===== config.mk =====
export PLATFORM = sky130hd
export DESIGN_NAME = sorted_priority_queue
export DESIGN_NICKNAME = d
export VERILOG_FILES = /design/src/sv/spq_pkg.sv /design/src/sv/sorted_priority_queue.sv /design/src/sv/spq_cell.sv
export SDC_FILE = /design/constraint.sdc
export NUM_CORES = 2
export LEC_CHECK = 0
export ABC_AREA = 1
export BUFFER_PORTS_ARGS = -buffer_cell sky130_fd_sc_hd__buf_2
export CAP_MARGIN = 15
export CORE_MARGIN = 4
export CORE_UTILIZATION = 30
export CTS_CLUSTER_DIAMETER = 80
export DETAILED_ROUTE_END_ITERATION = 8
export PLACE_DENSITY = 0.45
export SYNTH_ARGS = -nofsm -noshare
export SYNTH_HDL_FRONTEND = slang
export SYNTH_HIERARCHICAL = 1
export SYNTH_SLANG_ARGS = --single-unit

===== constraint.sdc =====
create_clock -name clk -period 7.4 [get_ports clk]
set_input_delay 1.11 -clock clk [delete_from_list [all_inputs] [get_ports clk]]
set_output_delay 1.11 -clock clk [all_outputs]
set_load 0.01 [all_outputs]

===== src/sv/spq_pkg.sv =====
// ----------------------------------------------------------------------------
// spq_pkg
// Shared types and codes of the sorted priority queue.
// ----------------------------------------------------------------------------
package spq_pkg;

  // request kinds
  localparam logic OP_INSERT = 1'b0;
  localparam logic OP_POP    = 1'b1;

  // result status codes
  typedef enum logic [1:0] {
    ST_OK    = 2'd0,
    ST_EMPTY = 2'd1,
    ST_FULL  = 2'd2
  } status_t;

  localparam int FILL_W = 5;

  // command broadcast to every cell of the chain
  typedef struct packed {
    logic insert;
    logic pop;
  } spq_ctrl_t;

endpackage


===== src/sv/sorted_priority_queue.sv =====
// ----------------------------------------------------------------------------
// sorted_priority_queue
// Bounded max-priority queue held as a chain of cells sorted by key.
// ----------------------------------------------------------------------------
// Takes one request per cycle, insert or pop, with one result per request
// appearing on the registered output in the cycle after acceptance. Every cell
// compares its stored key against the incoming key in parallel and moves one
// place in the same cycle, so the rate is set only by the output register:
// in_ready is high whenever the result register is empty or being taken.
// Equal keys leave last-in first-out. Inserts into a full queue and pops on
// an empty queue leave the contents unchanged and are flagged in out_status.
// ----------------------------------------------------------------------------
module sorted_priority_queue #(
  parameter int DEPTH     = 16,
  parameter int KEY_WIDTH = 32,
  parameter int TAG_WIDTH = 16
) (
  input  logic                        clk,
  input  logic                        rst_n,
  input  logic                        in_valid,
  output logic                        in_ready,
  input  logic                        in_op,
  input  logic [KEY_WIDTH-1:0]        in_key,
  input  logic [TAG_WIDTH-1:0]        in_tag,
  output logic                        out_valid,
  input  logic                        out_ready,
  output logic [KEY_WIDTH-1:0]        out_key,
  output logic [TAG_WIDTH-1:0]        out_tag,
  output logic [1:0]                  out_status,
  output logic [spq_pkg::FILL_W-1:0]  out_fill_level
);
  import spq_pkg::*;

  localparam int CNT_W = $clog2(DEPTH + 1);
  localparam logic [CNT_W-1:0] FULL_CNT = CNT_W'(DEPTH);

  logic [CNT_W-1:0]     count_r, count_nxt;
  logic                 out_valid_r, out_valid_nxt;
  logic [KEY_WIDTH-1:0] out_key_r, out_key_nxt;
  logic [TAG_WIDTH-1:0] out_tag_r, out_tag_nxt;
  status_t              out_status_r, out_status_nxt;
  logic [FILL_W-1:0]    out_fill_r, out_fill_nxt;

  logic                 accept;
  logic                 is_full, is_empty;
  spq_ctrl_t            ctrl;

  logic [DEPTH-1:0]     occ;
  logic [DEPTH-1:0]     shift;
  logic [KEY_WIDTH-1:0] cell_key [DEPTH];
  logic [TAG_WIDTH-1:0] cell_tag [DEPTH];

  assign in_ready = !out_valid_r || out_ready;
  assign accept   = in_valid && in_ready;
  assign is_full  = (count_r == FULL_CNT);
  assign is_empty = (count_r == '0);

  assign ctrl.insert = accept && (in_op == OP_INSERT) && !is_full;
  assign ctrl.pop    = accept && (in_op == OP_POP) && !is_empty;

  for (genvar i = 0; i < DEPTH; i++) begin : g_cell
    localparam logic [CNT_W-1:0] IDX = CNT_W'(i);
    logic                 l_occ, l_shift;
    logic [KEY_WIDTH-1:0] l_key, r_key;
    logic [TAG_WIDTH-1:0] l_tag, r_tag;

    assign occ[i] = (IDX < count_r);

    if (i == 0) begin : g_head
      assign l_occ   = 1'b1;
      assign l_shift = 1'b0;
      assign l_key   = '0;
      assign l_tag   = '0;
    end else begin : g_body
      assign l_occ   = occ[i-1];
      assign l_shift = shift[i-1];
      assign l_key   = cell_key[i-1];
      assign l_tag   = cell_tag[i-1];
    end

    if (i == DEPTH - 1) begin : g_tail
      assign r_key = '0;
      assign r_tag = '0;
    end else begin : g_mid
      assign r_key = cell_key[i+1];
      assign r_tag = cell_tag[i+1];
    end

    spq_cell #(
      .KEY_WIDTH (KEY_WIDTH),
      .TAG_WIDTH (TAG_WIDTH)
    ) u_cell (
      .clk        (clk),
      .ctrl       (ctrl),
      .new_key    (in_key),
      .new_tag    (in_tag),
      .occ        (occ[i]),
      .left_occ   (l_occ),
      .left_shift (l_shift),
      .left_key   (l_key),
      .left_tag   (l_tag),
      .right_key  (r_key),
      .right_tag  (r_tag),
      .shift      (shift[i]),
      .key        (cell_key[i]),
      .tag        (cell_tag[i])
    );
  end

  always_comb begin
    count_nxt = count_r;
    if (ctrl.insert) begin
      count_nxt = count_r + CNT_W'(1);
    end else if (ctrl.pop) begin
      count_nxt = count_r - CNT_W'(1);
    end
  end

  always_comb begin
    out_valid_nxt  = out_valid_r;
    out_key_nxt    = out_key_r;
    out_tag_nxt    = out_tag_r;
    out_status_nxt = out_status_r;
    out_fill_nxt   = out_fill_r;
    if (accept) begin
      out_valid_nxt  = 1'b1;
      out_key_nxt    = '0;
      out_tag_nxt    = '0;
      out_status_nxt = ST_OK;
      out_fill_nxt   = FILL_W'(count_nxt);
      if (in_op == OP_POP) begin
        if (is_empty) begin
          out_status_nxt = ST_EMPTY;
        end else begin
          out_key_nxt = cell_key[0];
          out_tag_nxt = cell_tag[0];
        end
      end else if (is_full) begin
        out_status_nxt = ST_FULL;
      end
    end else if (out_ready) begin
      out_valid_nxt = 1'b0;
    end
  end

  always_ff @(posedge clk) begin
    if (!rst_n) begin
      count_r     <= '0;
      out_valid_r <= 1'b0;
    end else begin
      count_r     <= count_nxt;
      out_valid_r <= out_valid_nxt;
    end
  end

  always_ff @(posedge clk) begin
    out_key_r    <= out_key_nxt;
    out_tag_r    <= out_tag_nxt;
    out_status_r <= out_status_nxt;
    out_fill_r   <= out_fill_nxt;
  end

  assign out_valid      = out_valid_r;
  assign out_key        = out_key_r;
  assign out_tag        = out_tag_r;
  assign out_status     = out_status_r;
  assign out_fill_level = out_fill_r;

endmodule


===== src/sv/spq_cell.sv =====
// ----------------------------------------------------------------------------
// spq_cell
// One slot of the sorted chain: holds a key and tag, shifts toward the tail
// on insert and toward the head on pop.
// ----------------------------------------------------------------------------
module spq_cell #(
  parameter int KEY_WIDTH = 32,
  parameter int TAG_WIDTH = 16
) (
  input  logic                   clk,
  input  spq_pkg::spq_ctrl_t     ctrl,
  input  logic [KEY_WIDTH-1:0]   new_key,
  input  logic [TAG_WIDTH-1:0]   new_tag,
  input  logic                   occ,
  input  logic                   left_occ,
  input  logic                   left_shift,
  input  logic [KEY_WIDTH-1:0]   left_key,
  input  logic [TAG_WIDTH-1:0]   left_tag,
  input  logic [KEY_WIDTH-1:0]   right_key,
  input  logic [TAG_WIDTH-1:0]   right_tag,
  output logic                   shift,
  output logic [KEY_WIDTH-1:0]   key,
  output logic [TAG_WIDTH-1:0]   tag
);
  import spq_pkg::*;

  logic [KEY_WIDTH-1:0] key_r, key_nxt;
  logic [TAG_WIDTH-1:0] tag_r, tag_nxt;
  logic                 take_new;

  // this entry moves back when the new key is at least as large
  assign shift    = occ && ($signed(key_r) <= $signed(new_key));
  assign take_new = !left_shift && left_occ && (shift || !occ);

  always_comb begin
    key_nxt = key_r;
    tag_nxt = tag_r;
    if (ctrl.pop) begin
      key_nxt = right_key;
      tag_nxt = right_tag;
    end else if (ctrl.insert) begin
      if (left_shift) begin
        key_nxt = left_key;
        tag_nxt = left_tag;
      end else if (take_new) begin
        key_nxt = new_key;
        tag_nxt = new_tag;
      end
    end
  end

  always_ff @(posedge clk) begin
    key_r <= key_nxt;
    tag_r <= tag_nxt;
  end

  assign key = key_r;
  assign tag = tag_r;

endmodule


### Yosys cells after proc, flatten, opt, wreduce, memory -nomap -nowiden

Index checks and enable logic that the tools add are counted.

* bits in registers: 829
* word-level logic and storage cells: 341

* $add $sub $neg: 2
* order comparisons: 32
* equal/unequal tests: 1
* mux-type cells: 129
* bitwise operators: 1
* reductions and logical operators: 138

Operators with widths (number)
* $mux 32: 61
* $mux 16: 61
* $le 32x32->1: 16
* $logic_and 1x1->1: 51
* $reduce_bool 3->1: 14
* $lt 4x5->1 const A: 8
* $logic_not 1->1: 34
* $reduce_and 2->1: 16
* $lt 3x5->1 const A: 4
* $logic_or 1x1->1: 17
* $lt 1x5->1 const A: 2
* $lt 2x5->1 const A: 2
* $mux 5: 2
* $reduce_bool 2->1: 4
* $add 5x1->5 const B: 1
* $eq 5x5->1 const B: 1
* $logic_not 5->1: 1
* $sub 5x1->5 const B: 1
* $mux 2: 2
* $mux 1: 3
* $reduce_or 2->1: 1
* $not 1->1: 1

### Longest topological paths before layout

* word-level depth: 9
* mapped depth: 22
* gate-level depth less buffers: 20

### By module

The synthesis kept the hierarchy.

By module, submodules not included
* spq_cell: instances 16, cells each 385, area each 3328.2 um2, sequential area each 1441.4 um2
* sorted_priority_queue: instances 1, cells each 266, area each 2678.8 um2, sequential area each 1771.7 um2

### Worst setup path after synthesis

Ideal clock, no wire load.

* path kind: input port to flip-flop
* from: input out_ready
* to: register g_cell[0].u_cell.key_r[0] (enable)
* setup time: 0.422 ns
* arrival: 4.670 ns
* slack: 2.308 ns
* stages on the path: 7
* cell sequence: inv_1 -> nand2_1 -> nand3_1 -> nor2_2 -> clkbuf_1 -> nor2_1 -> a21oi_2

RTL lines
* from (decl): line sorted_priority_queue.sv:26 `input logic out_ready,`
* to (signal assigned): line spq_cell.sv:53 `key_r <= key_nxt;`
* to (decl): line spq_cell.sv:27 `logic [KEY_WIDTH-1:0] key_r, key_nxt;`

### Worst setup path after layout

* from: input in_key[31]
* to: register g_cell[13].u_cell.tag_r[13] (enable)

* word-level cells in the longest chain between the ends: 7

RTL lines
* from (decl): line sorted_priority_queue.sv:23 `input logic [KEY_WIDTH-1:0] in_key,`
* $le 32x32->1 *: line spq_cell.sv:32 `assign shift = occ && ($signed(key_r) <= $signed(new_key));`
* $logic_and 1x1->1 *: line spq_cell.sv:32
* net g_cell[13].l_shift: line sorted_priority_queue.sv:63 `logic l_occ, l_shift;`
* $logic_not 1->1: line spq_cell.sv:33 `assign take_new = !left_shift && left_occ && (shift || !occ);`
* $logic_and 1x1->1 (2 in a row): line spq_cell.sv:33
* $reduce_bool 3->1 (no source line) *
* $reduce_and 2->1 (no source line) *
* to (signal assigned): line spq_cell.sv:54 `tag_r <= tag_nxt;`
* to (decl): line spq_cell.sv:28 `logic [TAG_WIDTH-1:0] tag_r, tag_nxt;`

The timed path passes the listed nets; every way through them passes the cells marked *.
A chain may end at the register's enable or synchronous reset.

==> results.tsv <==
metric	value	unit
run status	complete, no violations	
reg2reg path depth	13	
routed via count	44680	
worst setup slack before clock tree synthesis	2137	ps
global-route wire length before repair	267100	µm
Hold/Removal Path Class	reg -> reg	
post_cts resized	0	
r2r endpoint	g_cell[1].u_cell/tag[10]$_DFFE_PP_	
Leakage Power	25.66	nW
internal cell power	10.31	mW
Total Routed Length	175900	µm
number of global-route vias before repair	42900	
Max Cap Viol	0	
clk slew on worst S/H paths	60	ps
Hold Crit Depth	1	
Clk pwr share	33.1	%
required time of the worst setup path	7750	ps
sink count of the clock tree	829	
number of iterations in the first detailed-routing pass	6	
Worst path slowest cell	sky130_fd_sc_hd__buf_2	
unrepaired setup endpoints after global routing	no	
DP Area	59380	µm²
starting density of the core	30.16	%
post-route fraction of the period consumed by the critical path	61.74	%
Worst setup SP type	input port	
Worst Hold Launch	g_cell[15].u_cell/key[18]$_DFFE_PP_	
peak ir drop on the vdd network	187.3	µV
gate count after technology mapping	6423	
fill cell total of the finished layout	19460	
total standard cell area after synthesis	55920	µm²
per-instance average area after synthesis	8.706	µm²
power density of the placed cells	244.4	nW/µm²
antenna violations before repair	3	
die area	193400	µm²
max incr delay on CP	570	ps
per-cell via count in the routed design	4.934	
clock period minus final worst setup slack	4568	ps
count of buffers from port buffering	109	
count of hold-fix buffers inserted at cts	0	
number of remaining DRC errors	0	
hold-critical path endpoint	g_cell[14].u_cell/key[18]$_DFFE_PP_	
achievable frequency	218.9	MHz
number of failing setup endpoints in the final timing report	0	
Net count, final	7058	
Synthesis Warnings	6	
worst hold slack after final layout	557.5	ps
share of power burned in registers	41.6	%
largest net degree at the start of global routing	80	
Rel. slew slack	26.51	%
Combinational Power Share	25.2	%
worst path arrival time	4920	ps
cell area after layout	62700	µm²
Hold Vio Cnt, Final	0	
buffers inserted during post-CTS setup optimization	0	
GR Overflow Total	0	
most frequent CP cell	sky130_fd_sc_hd__nand2_1	
worst setup path class	in -> reg	
setup tns final	0	ps
sw power	5.016	mW
Max Root-Sink Buffers	3	
Post-DP HPWL	133300	µm
share of layout cells above drive strength 1	8.077	%
switching power share of the total	32.74	%
floorplan core area	185400	µm²
global placement routability congestion	0.8516	
worst reg2reg setup slack	3360	ps
Boundary Pins	110	
Critical Path End Type	register	
overall track demand over capacity in global routing	17.65	%
number of buffers created by CTS	105	
Post-DRT Antenna Nets	0	
worst flop-to-flop path startpoint	g_cell[0].u_cell/key[13]$_DFFE_PP_	
post-route worst setup slack	2832	ps
Worst Max-Slew Pin Slew	1091	ps
area added between synthesis and finish	12.13	%
Final Slew Violations	0	
Root Buffer	sky130_fd_sc_hd__clkbuf_16	
row cnt	158	
count of routing violations after the opening detailed-route iteration	3772	
# H-tree levels	3	
die height	439.7	µm
cells traversed along the worst timing path	buf_2, inv_1, ha_1, nand4_2, nor2_2, nand2_2, nor3_2, nand2_1, nand2_1, nand2_1, nand3_1, nand2_1, inv_2, nor2_1, a21oi_4, buf_4	
final clock skew	16.22	ps
Clock Latency Late Sink	730	ps
Die X	439.7	µm
post-detailed-route wirelength per cell	19.42	µm
clock tree from TritonCTS	yes	
Critical Path Fanout Max	48	
total power	15.32	mW
layout make-up:
cell class	count	area, µm²	share of cell area, %
multi-input combinational	4596	27390	43.69
clock buffer	130	2764	4.408
inverter	767	2879	4.592
tap	2480	3103	4.949
timing repair buffer	190	1166	1.860
antenna	3	7.507	0.01197
sequential	829	24830	39.61
clock inverter	62	551.8	0.8800
critical path: cells and delay by family:
kind / cells / cell delay (ps)
buffers and inverters: 4 / 1780
AND/OR/NAND/NOR: 10 / 1350
adder cells (fa/ha/maj): 1 / 440
AO/OA/AOI/OAI: 1 / 170
through the flow:
stage	cells	utilization, %
floorplan	6519	-
detailed placement	8862	32.02
CTS	9054	33.81
finish	9057	33.81
global placement	8862	32.02
global route	9054	33.81
registers in the layout, summed over array words and instances (netlist names):
| register | cells |
|---|---|
| out_valid | 1 |
| count_r | 5 |
| out_tag | 16 |
| g_cell.u_cell/key | 512 |
| g_cell.u_cell/tag | 256 |
| out_key | 32 |
| out_status | 2 |
| out_fill_level | 5 |
per-layer routing:
layer | vias up | share of wire [%] | GRT usage, %
li1 | 22370 | - | -
met1 | 20940 | 52 | 27.46
met2 | 1149 | 40 | 25.29
met3 | 234 | 5.0 | 2.147
met4 | 0 | 3.0 | 4.999
met5 | - | 0 | 0
worst max path at each step:
stage / end / slack, ps / cells past startpoint / from
after floorplan: g_cell[0].u_cell/key[0]$_DFFE_PP_ / 2310 / 7 / out_ready
after global placement: g_cell[1].u_cell/tag[10]$_DFFE_PP_ / 2050 / 17 / in_key[9]
after detailed placement: g_cell[13].u_cell/tag[13]$_DFFE_PP_ / 2140 / 16 / in_key[31]
after CTS: g_cell[13].u_cell/tag[13]$_DFFE_PP_ / 2920 / 16 / in_key[31]
after global routing: g_cell[1].u_cell/tag[0]$_DFFE_PP_ / 2580 / 16 / in_key[31]
final: g_cell[13].u_cell/tag[13]$_DFFE_PP_ / 2830 / 16 / in_key[31]
cell usage in the layout (no fill, tap or decap), types with 6 or more instances in the layout:
cell type                   count
sky130_fd_sc_hd__clkinv_1      29
sky130_fd_sc_hd__a21oi_1      805
sky130_fd_sc_hd__nor2_1       521
sky130_fd_sc_hd__nand2_1     1393
sky130_fd_sc_hd__buf_2        109
sky130_fd_sc_hd__edfxtp_1     823
sky130_fd_sc_hd__inv_1        670
sky130_fd_sc_hd__clkbuf_16    107
sky130_fd_sc_hd__bufinv_16      9
sky130_fd_sc_hd__nand3_1       89
sky130_fd_sc_hd__a21o_1        16
sky130_fd_sc_hd__o21ai_0       22
sky130_fd_sc_hd__a21oi_4       17
sky130_fd_sc_hd__nand2_2       19
sky130_fd_sc_hd__nand4_2       16
sky130_fd_sc_hd__clkinv_2      16
sky130_fd_sc_hd__nand4_1       50
sky130_fd_sc_hd__o21bai_1      16
sky130_fd_sc_hd__ha_1         516
sky130_fd_sc_hd__inv_2         97
sky130_fd_sc_hd__nor2_2        32
sky130_fd_sc_hd__o21a_1       496
sky130_fd_sc_hd__clkbuf_1      23
sky130_fd_sc_hd__conb_1        98
sky130_fd_sc_hd__buf_4         80
sky130_fd_sc_hd__nor3_2        16
sky130_fd_sc_hd__dfxtp_1        6
sky130_fd_sc_hd__o211ai_1     464
power groups by stage:
stage | Combinational [mW] | Sequential (mW) | Clock (mW)
global placement | 3.79 | 6.47 | 0
detailed placement | 3.87 | 6.47 | 0
floorplan | 2.80 | 6.31 | 0
global route | 4.37 | 6.43 | 5.44
CTS | 3.88 | 6.38 | 5.26
finish | 3.87 | 6.38 | 5.08
(Power assumes the default switching activity.)
